**src/sv/sfd_pkg.sv**
```systemverilog
`timescale 1ns / 1ps

package sfd_pkg;

  // Framing bytes
  localparam logic [7:0] SYNC_FIRST  = 8'h55;
  localparam logic [7:0] SYNC_SECOND = 8'hAA;
  localparam logic [7:0] KIND_LOW    = 8'h01;
  localparam logic [7:0] KIND_LONG   = 8'h04;
  localparam logic [7:0] TRAILER     = 8'h0A;

  // Frame lengths in bytes, sync pair included
  localparam logic [4:0] SHORT_LEN = 5'd19;
  localparam logic [4:0] LONG_LEN  = 5'd23;

  // Byte positions with a fixed meaning
  localparam logic [4:0] POS_HUNT  = 5'd0;
  localparam logic [4:0] POS_SYNC2 = 5'd1;
  localparam logic [4:0] POS_SKIP  = 5'd2;
  localparam logic [4:0] POS_KIND  = 5'd3;
  localparam logic [4:0] POS_BODY  = 5'd4;

  // Positions 12..15 carry the payload word; they share these upper bits
  localparam logic [2:0] WORD_POS_HI = 3'b011;

  localparam int unsigned KIND_W = 3;
  localparam int unsigned WORD_W = 32;

  typedef struct packed {
    logic              vld;
    logic [KIND_W-1:0] kind;
    logic [WORD_W-1:0] word;
  } sfd_res_t;

endpackage

```
**src/sv/sfd_parser.sv**
```systemverilog
`timescale 1ns / 1ps

module sfd_parser (
  input  logic            clk,
  input  logic            rst_n,
  input  logic            byte_vld,
  input  logic [7:0]      byte_in,
  output sfd_pkg::sfd_res_t res
);
  import sfd_pkg::*;

  logic [4:0]        pos_r, pos_nxt;
  logic [4:0]        len_r, len_nxt;
  logic [KIND_W-1:0] kind_r, kind_nxt;
  logic [WORD_W-1:0] word_r, word_nxt;
  logic [4:0]        pos_inc;

  assign pos_inc = pos_r + 5'd1;

  always_comb begin
    pos_nxt  = pos_r;
    len_nxt  = len_r;
    kind_nxt = kind_r;
    word_nxt = word_r;
    res.vld  = 1'b0;
    res.kind = kind_r;
    res.word = word_r;
    if (byte_vld) begin
      if (pos_r == POS_HUNT) begin
        if (byte_in == SYNC_FIRST) pos_nxt = POS_SYNC2;
      end else if (pos_r == POS_SYNC2) begin
        if (byte_in == SYNC_SECOND) pos_nxt = POS_SKIP;
        else if (byte_in == SYNC_FIRST) pos_nxt = POS_SYNC2;
        else pos_nxt = POS_HUNT;
      end else if (pos_r == POS_SKIP) begin
        pos_nxt = POS_KIND;
      end else if (pos_r == POS_KIND) begin
        if (byte_in >= KIND_LOW && byte_in < KIND_LONG) begin
          len_nxt  = SHORT_LEN;
          kind_nxt = byte_in[KIND_W-1:0];
          pos_nxt  = POS_BODY;
        end else if (byte_in == KIND_LONG) begin
          len_nxt  = LONG_LEN;
          kind_nxt = byte_in[KIND_W-1:0];
          pos_nxt  = POS_BODY;
        end else begin
          pos_nxt = POS_HUNT;
          len_nxt = '0;
        end
      end else if (len_r == '0 || pos_r >= len_r) begin
        // state that stepping never reaches: resync
        pos_nxt = POS_HUNT;
        len_nxt = '0;
      end else begin
        if (pos_r[4:2] == WORD_POS_HI) begin
          case (pos_r[1:0])
            2'd0:    word_nxt[7:0]   = byte_in;
            2'd1:    word_nxt[15:8]  = byte_in;
            2'd2:    word_nxt[23:16] = byte_in;
            default: word_nxt[31:24] = byte_in;
          endcase
        end
        if (pos_inc == len_r) begin
          pos_nxt = POS_HUNT;
          len_nxt = '0;
          res.vld = (byte_in == TRAILER);
        end else begin
          pos_nxt = pos_inc;
        end
      end
    end
  end

  always_ff @(posedge clk) begin
    if (!rst_n) begin
      pos_r  <= POS_HUNT;
      len_r  <= '0;
      kind_r <= '0;
      word_r <= '0;
    end else begin
      pos_r  <= pos_nxt;
      len_r  <= len_nxt;
      kind_r <= kind_nxt;
      word_r <= word_nxt;
    end
  end

endmodule

```
**src/sv/sfd_obuf.sv**
```systemverilog
`timescale 1ns / 1ps

module sfd_obuf (
  input  logic                          clk,
  input  logic                          rst_n,
  input  sfd_pkg::sfd_res_t             push,
  output logic                          rdy,
  output logic                          out_valid,
  input  logic                          out_stall,
  output logic [sfd_pkg::KIND_W-1:0]    out_frame_kind,
  output logic [sfd_pkg::WORD_W-1:0]    out_payload_word
);
  import sfd_pkg::*;

  logic              out_vld_r, out_vld_nxt;
  logic              skid_vld_r, skid_vld_nxt;
  logic [KIND_W-1:0] out_kind_r, out_kind_nxt, skid_kind_r, skid_kind_nxt;
  logic [WORD_W-1:0] out_word_r, out_word_nxt, skid_word_r, skid_word_nxt;
  logic              pop;

  assign pop = out_vld_r && !out_stall;
  assign rdy = !skid_vld_r;

  always_comb begin
    out_vld_nxt   = out_vld_r;
    out_kind_nxt  = out_kind_r;
    out_word_nxt  = out_word_r;
    skid_vld_nxt  = skid_vld_r;
    skid_kind_nxt = skid_kind_r;
    skid_word_nxt = skid_word_r;
    if (skid_vld_r) begin
      // upstream is held off while the skid is full
      if (pop) begin
        out_kind_nxt = skid_kind_r;
        out_word_nxt = skid_word_r;
        skid_vld_nxt = 1'b0;
      end
    end else if (push.vld) begin
      if (!out_vld_r || pop) begin
        out_vld_nxt  = 1'b1;
        out_kind_nxt = push.kind;
        out_word_nxt = push.word;
      end else begin
        skid_vld_nxt  = 1'b1;
        skid_kind_nxt = push.kind;
        skid_word_nxt = push.word;
      end
    end else if (pop) begin
      out_vld_nxt = 1'b0;
    end
  end

  always_ff @(posedge clk) begin
    if (!rst_n) begin
      out_vld_r  <= 1'b0;
      skid_vld_r <= 1'b0;
    end else begin
      out_vld_r  <= out_vld_nxt;
      skid_vld_r <= skid_vld_nxt;
    end
    out_kind_r  <= out_kind_nxt;
    out_word_r  <= out_word_nxt;
    skid_kind_r <= skid_kind_nxt;
    skid_word_r <= skid_word_nxt;
  end

  assign out_valid        = out_vld_r;
  assign out_frame_kind   = out_kind_r;
  assign out_payload_word = out_word_r;

endmodule

```
**src/sv/sensor_frame_deframer.sv**
```systemverilog
`timescale 1ns / 1ps

// Byte-stream deframer for a sensor link. Bytes enter one request at a time on
// the in_ channel. The block hunts for the sync pair 0x55 0xAA (a repeated
// 0x55 keeps the hunt armed), skips one byte, then reads a type byte: 1..3
// opens a 19-byte frame, 4 a 23-byte frame, anything else drops back to
// hunting. When the final byte of a frame is 0x0A, one request appears on the
// out_ channel carrying the type and the little-endian word from frame bytes
// 12..15; a frame with any other final byte is dropped without notice. The
// block takes one byte per clock when the out_ side keeps up; the final byte
// is held in the input register until the parser consumes it, the parser
// result is registered into the output buffer, and out_valid rises once it
// sits in the output register. A two-entry output buffer lets input keep
// flowing while a result waits; in_stall rises only once both entries are full.

module sensor_frame_deframer (
  input  logic                       clk,
  input  logic                       rst_n,
  input  logic                       in_valid,
  output logic                       in_stall,
  input  logic [7:0]                 in_byte,
  output logic                       out_valid,
  input  logic                       out_stall,
  output logic [sfd_pkg::KIND_W-1:0] out_frame_kind,
  output logic [sfd_pkg::WORD_W-1:0] out_payload_word
);
  import sfd_pkg::*;

  // input register
  logic       in_vld_r, in_vld_nxt;
  logic [7:0] in_byte_r, in_byte_nxt;
  logic       obuf_rdy;
  logic       consume;
  sfd_res_t   res;

  // the parser consumes the held byte whenever the output buffer has room
  assign consume  = in_vld_r && obuf_rdy;
  assign in_stall = in_vld_r && !obuf_rdy;

  always_comb begin
    in_vld_nxt  = in_vld_r;
    in_byte_nxt = in_byte_r;
    if (!in_stall) begin
      in_vld_nxt  = in_valid;
      in_byte_nxt = in_byte;
    end
  end

  always_ff @(posedge clk) begin
    if (!rst_n) begin
      in_vld_r <= 1'b0;
    end else begin
      in_vld_r <= in_vld_nxt;
    end
    in_byte_r <= in_byte_nxt;
  end

  sfd_parser u_parser (
    .clk      (clk),
    .rst_n    (rst_n),
    .byte_vld (consume),
    .byte_in  (in_byte_r),
    .res      (res)
  );

  sfd_obuf u_obuf (
    .clk              (clk),
    .rst_n            (rst_n),
    .push             (res),
    .rdy              (obuf_rdy),
    .out_valid        (out_valid),
    .out_stall        (out_stall),
    .out_frame_kind   (out_frame_kind),
    .out_payload_word (out_payload_word)
  );

endmodule

```
**config.mk**
```make
export PLATFORM = sky130hd
export DESIGN_NAME = sensor_frame_deframer
export DESIGN_NICKNAME = d
export VERILOG_FILES = /design/src/sv/sfd_pkg.sv /design/src/sv/sfd_parser.sv /design/src/sv/sfd_obuf.sv /design/src/sv/sensor_frame_deframer.sv
export SDC_FILE = /design/constraint.sdc
export NUM_CORES = 1
export LEC_CHECK = 0
export BUFFER_PORTS_ARGS = -buffer_cell sky130_fd_sc_hd__buf_2
export CORE_UTILIZATION = 53
export DETAILED_ROUTE_END_ITERATION = 12
export GPL_TIMING_DRIVEN = 1
export MAX_ROUTING_LAYER = met4
export PLACE_DENSITY_LB_ADDON = 0.05
export SLEW_MARGIN = 20
export SYNTH_ARGS = -nofsm -noshare
export SYNTH_HDL_FRONTEND = slang
export SYNTH_SLANG_ARGS = --single-unit
```
**constraint.sdc**
```tcl
create_clock -name clk -period 6.73 [get_ports clk]
set_input_delay 1.0095 -clock clk [delete_from_list [all_inputs] [get_ports clk]]
set_output_delay 1.0095 -clock clk [all_outputs]
set_load 0.02 [all_outputs]
```
* Word-level counts from Yosys, hierarchy flattened
Index checks and enable logic that the tools add are counted.
** Operators by class
- $add $sub $neg :: 1
- Multiply operators :: 0
- Div/mod/pow operators :: 0
- Order comparisons :: 3
- Equal/unequal tests :: 14
- Shifts and indexed selects :: 0
- Muxes and demuxes :: 40
- Bitwise gates (word level) :: 8
- Reductions and logical operators :: 28
** Operator list (count)
- 32-bit two-way mux :: 4
- 5-bit two-way mux :: 14
- 8-bit AND reduction :: 4
- 3-bit two-way mux :: 7
- 1-bit two-way mux :: 15
- 5-bit by 2-bit == test with 1-bit output, second input constant :: 2
- 5-bit zero test :: 2
- 3-bit AND reduction :: 3
- 8-bit by 3-bit == test with 1-bit output, second input constant :: 1
- 8-bit by 4-bit == test with 1-bit output, second input constant :: 1
- 8-bit by 7-bit == test with 1-bit output, second input constant :: 1
- 8-bit == test, second input constant :: 1
- 8-bit by 1-bit >= comparator with 1-bit output, second input constant :: 1
- 8-bit by 3-bit < comparator with 1-bit output, second input constant :: 1
- 1-bit NOT :: 8
- 2-bit nonzero test :: 4
- 6-bit AND reduction :: 1
- 5-bit by 1-bit adder with 5-bit output, second input constant :: 1
- 5-bit by 1-bit == test with 1-bit output, second input constant :: 1
- 5-bit == test :: 1
- 5-bit >= comparator :: 1
- 5-bit AND reduction :: 1
- 1-bit logical AND :: 4
- 2-bit != test, second input constant :: 2
- other kinds (10) :: 13
** Storage, ports and cells
- Register bits after elaboration :: 126
- Bits in latches :: 0
- Memory bits (writable) :: 0
- Bits in read-only memories :: 0
- Bits of input ports :: 12
- Word-level logic and storage cells :: 109
- Memories :: 0

* Longest topological paths before layout
- Depth after elaboration :: 11
- Depth in mapped cells :: 8
- Gate-level depth less buffers :: 7

* Modules after synthesis
From an unflattened synthesis, not the netlist that was laid out.
** Second synthesis, totals
- Cell total of the unflattened synthesis :: 356
- Area, all modules :: 5156.2 µm²
** By module, submodules not included
- sfd_obuf :: instances 1, cells an instance 122, area an instance 2653.8 µm², sequential area each 2142.1 µm²
- sfd_parser :: instances 1, cells an instance 221, area an instance 2209.6 µm², sequential area each 840.8 µm²
- sensor_frame_deframer :: instances 1, cells an instance 13, area an instance 292.8 µm², sequential area each 260.2 µm²

* Least setup slack after synthesis
Ideal clock, no wire load.
- Path type :: reg-to-reg
- Start :: register u_parser.pos_r[0]
- End :: register u_obuf.out_kind_r[0] (netlist: u_obuf.out_frame_kind[0]), enable pin
- Data arrival time :: 4339 ps
- Required time :: 6249 ps
- Slack :: 1909 ps
- Stages on the path, launching flop included :: 8
- Clock period less this slack :: 4821 ps
- Cell sequence :: dfxtp_1 inv_1 ha_1 or3b_2 a21oi_1 o2111ai_1 nand4b_4 a21boi_0
** Between the ends
- Word-level cells in the longest chain between the ends :: 11
- Elaborated cells on any way between the ends :: 17
- Those cells by class :: add/sub: 1; order compare: 1; eq/ne: 4; mux: 7; reduce/logical: 4
** Ends and longest elaborated chain
- from (decl) :: line sfd_parser.sv:12 : logic [4:0] pos_r, pos_nxt;
- from (signal assigned) :: line sfd_parser.sv:81 : pos_r <= pos_nxt;
- 5-bit by 1-bit adder with 5-bit output :: line sfd_parser.sv:18 : assign pos_inc = pos_r + 5'd1;
- 5-bit == test :: line sfd_parser.sv:63 : if (pos_inc == len_r) begin
- 1-bit two-way mux :: line sfd_parser.sv:63
- 1-bit two-way mux :: line sfd_parser.sv:50 : end else if (len_r == '0 || pos_r >= len_r) begin
- 1-bit two-way mux :: line sfd_parser.sv:37 : end else if (pos_r == POS_KIND) begin
- 1-bit two-way mux :: line sfd_parser.sv:35 : end else if (pos_r == POS_SKIP) begin
- 1-bit two-way mux :: line sfd_parser.sv:31 : end else if (pos_r == POS_SYNC2) begin
- 1-bit two-way mux * :: line sfd_parser.sv:29 : if (pos_r == POS_HUNT) begin
- 1-bit two-way mux * :: line sfd_parser.sv:28 : if (byte_vld) begin
- 2-bit nonzero test (no line) *
- 3-bit AND reduction (no line) *
- to (signal assigned) :: line sfd_obuf.sv:61 : out_kind_r <= out_kind_nxt;
- to (decl) :: line sfd_obuf.sv:17 : logic [KIND_W-1:0] out_kind_r, out_kind_nxt, skid_kind_r, skid_kind_nxt;
Every way passes the cells marked *; elsewhere a longest branch is shown, timed or not.
A chain may end at the register's enable or synchronous reset.

* Final worst setup path
- Start :: register u_parser.pos_r[0]
- End :: register u_obuf.out_word_r[31] (netlist: u_obuf.out_payload_word[31]), enable pin
** Between the ends
- Word-level cells in the longest chain between the ends :: 11
- Elaborated cells on any way between the ends :: 17
- Those cells by class :: add/sub: 1; order compare: 1; eq/ne: 4; mux: 7; reduce/logical: 4
** Ends and longest elaborated chain
- 5-bit by 1-bit adder with 5-bit output :: line sfd_parser.sv:18
- 5-bit == test :: line sfd_parser.sv:63
- 1-bit two-way mux :: line sfd_parser.sv:63
- 1-bit two-way mux :: line sfd_parser.sv:50
- 1-bit two-way mux :: line sfd_parser.sv:37
- 1-bit two-way mux :: line sfd_parser.sv:35
- 1-bit two-way mux :: line sfd_parser.sv:31
- 1-bit two-way mux * :: line sfd_parser.sv:29
- 1-bit two-way mux * :: line sfd_parser.sv:28
- 2-bit nonzero test (no line) *
- 3-bit AND reduction (no line) *
- to (signal assigned) :: line sfd_obuf.sv:62 : out_word_r <= out_word_nxt;
- to (decl) :: line sfd_obuf.sv:18 : logic [WORD_W-1:0] out_word_r, out_word_nxt, skid_word_r, skid_word_nxt;
Marks and branches as above.

==> results.tsv <==
stage	metric	value	unit
outcome	status	finished clean	
route	wl on met1	4264	um
logic_synthesis	Synth area leader	edfxtp_1	
power	Final Power	1.678	mW
global_routing	Total GRT Usage	0.2018	
sta	setup TNS	0	ns
global_routing	first-pass GRT wire length	14430	um
clock_tree	Root Driver	clkbuf_8	
finish	footprint of the multi-input gates	0.001645	mm^2
route	first drt pass iteration count	6	
logic_synthesis	Post-Synth Simple-Gate Area	0.09880	
route	Top Layer Used	met4	
clock_tree	CTS tree	done	
clock_tree	cts repair resizes	0	
setup_path	Reg2Reg Depth	8	
setup_path	RR Endpoint	u_obuf.out_payload_word[31]	
global_routing	vias in the first global route	2859	
sta	worst clock skew	0.007432	ns
floorplanning	initial core utilization	0.5453	
logic_synthesis	EDFF count, synth	78	
sta	hold_ws	0.4570	ns
power	Worst VDD drop	162.7	uV
clock_tree	CTS max path bufs	2	
setup_path	WP data arrival	3.25	ns
route	DR vias	2936	
place	Post-DP Area	0.005340	mm^2
logic_synthesis	post-synthesis async set-or-reset flop share	0	
route	Detailed Route WL	8850	um
global_routing	largest net degree at the start of global routing	57	
sta	Setup Viol. Count Final	0	
finish	FF/Latch Area	0.003243	mm^2
setup_path	worst setup path class	reg -> reg	
route	Routed Antenna Nets	0	
logic_synthesis	synth top area cells	edfxtp_1, dfxtp_1, mux2_2	
sta	slew at the pin closest to its max-slew limit	0.9999	ns
floorplanning	I/O pins	49	
sta	fmax	329.0	MHz
logic_synthesis	Post-synth top cells	edfxtp_1, nand2_1, dfxtp_1	
place	Port Buf Inserts	48	
logic_synthesis	top cell type's share of synthesized area	0.4671	
global_routing	total gr overflow	0	
logic_synthesis	Post-Syn Area per Cell	13.93	um^2
clock_tree	Worst-path clk slew	0.06	ns
route	Avg WL per Cell	16.48	um
logic_synthesis	post-synthesis xor/xnor area fraction	0.006986	
floorplanning	Horiz. Die Dim	99.27	um
setup_path	crit path capture type	register	
logic_synthesis	Compound-Gate Fraction of Synth Area	0.05065	
clock_tree	CTS H-tree lvls	4	
sta	pins over their slew limit	0	
clock_tree	clk_lat worst skew	0.51	ns
setup_path	crit path from	u_parser.pos_r[0]	
setup_path	Max Fanout on Critical Path	25	
setup_path	Req. time, crit path	6.94	ns
place	global placer's final weighted congestion	0.9238	
floorplanning	core area	0.009196	mm^2
place	detailed placer's ending HPWL	5636	um
clock_tree	cts hold-fix bufs	0	
power	PwrDens	283.8	mW/mm^2
floorplanning	die height	99.27	um
setup_path	critical path launch point type	register	
route	wire length on met2	4064	um
logic_synthesis	Yosys warning count	0	
sta	final setup margin	3.690	ns
sta	RSZ-0062 raised after global routing	no	
setup_path	critical path endpoint	u_obuf.out_payload_word[31]	
sta	Final min period	3.040	ns
finish	post-route design area	0.005914	mm^2
route	remaining routing DRC violations	0	
logic_synthesis	Adder-Cell Fraction of Synth Area	0.02246	
worst_hold_path	worst hold path class	reg -> reg	
sta	Final Hold Fails	0	
global_routing	initial antenna violation count	0	
logic_synthesis	Seq/Total Area, Yosys	0.6467	
clock_tree	CTS sink cnt	123	
logic_synthesis	Post-synth top flop	edfxtp_1	
setup_path	internal reg-to-reg setup slack	3.69	ns
logic_synthesis	Synth Instances	360	
route	DR vias/cell	5.467	
finish	final antenna diode count	0	
finish	NumNets Final	434	
finish	Fillers	688	
sta	period utilization	0.4517	
route	met3 routed WL	318	um
logic_synthesis	combinational family with the most area after synthesis	multiplexers	
finish	layout cells sized above 1	0.3005	
clock_tree	cts bufs inserted	17	
flow_run	maxcap violations	0	
setup_path	R2R Path Start	u_parser.pos_r[0]	
logic_synthesis	Netlist cell types	51	
logic_synthesis	most common cell in the netlist	edfxtp_1	
place	pre-CTS WS	3.685	ns
clock_tree	# Post-CTS Setup Buffers	0	
finish	Area Growth Syn to Fin	17.94	%
route	initial drt markers	151	
place	Post-Place Cells	505	
floorplanning	die area	0.009855	mm^2
power	leakage	2.387	nW
finish	non-filler cells, final	537	
sta	Slew headroom	0.3334	
logic_synthesis	Synth Register Bits	123	
floorplanning	Site Rows	35	
logic_synthesis	syn nets	381	
logic_synthesis	post-synthesis mux area share	0.1465	
finish	Core Util, Final	0.6431	
logic_synthesis	Mapped Area	0.005015	mm^2
cell families after synthesis:
kind of cell | count (synthesis)
buffers and inverters | 25
and+or+nand+nor | 95
adders and majority gates | 9
xor gates and xnor gates | 4
AOI/OAI and AO/OA | 35
muxes | 69
DFF | 123
flip-flops by register name, summed over array words and instances, names as in the netlist:
register                 cells
u_obuf.out_payload_word     32
u_obuf.skid_word_r          32
u_parser.word_r             32
in_byte_r                    8
u_parser.pos_r               5
u_obuf.out_frame_kind        3
u_obuf.skid_kind_r           3
u_parser.kind_r              3
u_parser.len_r               2
in_vld_r                     1
u_obuf.out_valid             1
u_obuf.skid_vld_r            1
worst max-delay path, stage by stage (launching register included):
cell and delay, ns:
dfxtp_1 0.44, inv_1 0.14, ha_1 0.37, or3b_2 0.45
a21oi_1 0.15, o2111ai_1 0.18, nand4b_4 0.26, a21boi_4 0.49
buf_16 0.24
report_power, final:
group	switching (mW)	internal, mW
logic	0.0117	0.00534
registers	0.00356	0.797
clock network	0.323	0.538
total	0.338	1.34
worst min-delay path by stage:
stage	end	from	cells after the start
final	u_obuf.skid_word_r[19]	u_parser.word_r[19]	0
after global routing	u_obuf.skid_word_r[30]	u_parser.word_r[30]	0
after CTS	u_obuf.skid_word_r[12]	u_parser.word_r[12]	0
after detailed placement	u_obuf.skid_word_r[12]	u_parser.word_r[12]	0
after global placement	u_obuf.skid_word_r[5]	u_parser.word_r[5]	0
after floorplan	u_obuf.skid_kind_r[0]	u_parser.kind_r[0]	0
per-layer routing:
metal | global-route usage | up-vias
met1 | 0.2668 | 1413
met2 | 0.2965 | 69
met5 | - | -
li1 | - | 1437
met3 | 0.04919 | 17
met4 | 0.09050 | 0
cell type report:
class                   instances  share of cell area
clock buffers                  19             0.07299
well taps                     111             0.02348
inverters                       8            0.005077
clock inverters                13             0.02412
flip-flops and latches        123              0.5483
multi-input cells             212              0.2782
repair buffers                 51             0.04781
placed cells by master (no fill, tap or decap), drive strengths merged, types with 7 or more instances in the layout:
cell type / Yosys / final
dfxtp: 45 / 45
edfxtp: 78 / 78
nand2: 48 / 48
ha: 9 / 9
nand3: 10 / 10
clkbuf: 6 / 19
buf: 11 / 51
inv: 8 / 10
o21ai: 7 / 7
mux2: 35 / 35
mux2i: 34 / 34
clkinv: 0 / 7
Note: power is estimated with default switching activity, not from simulation.
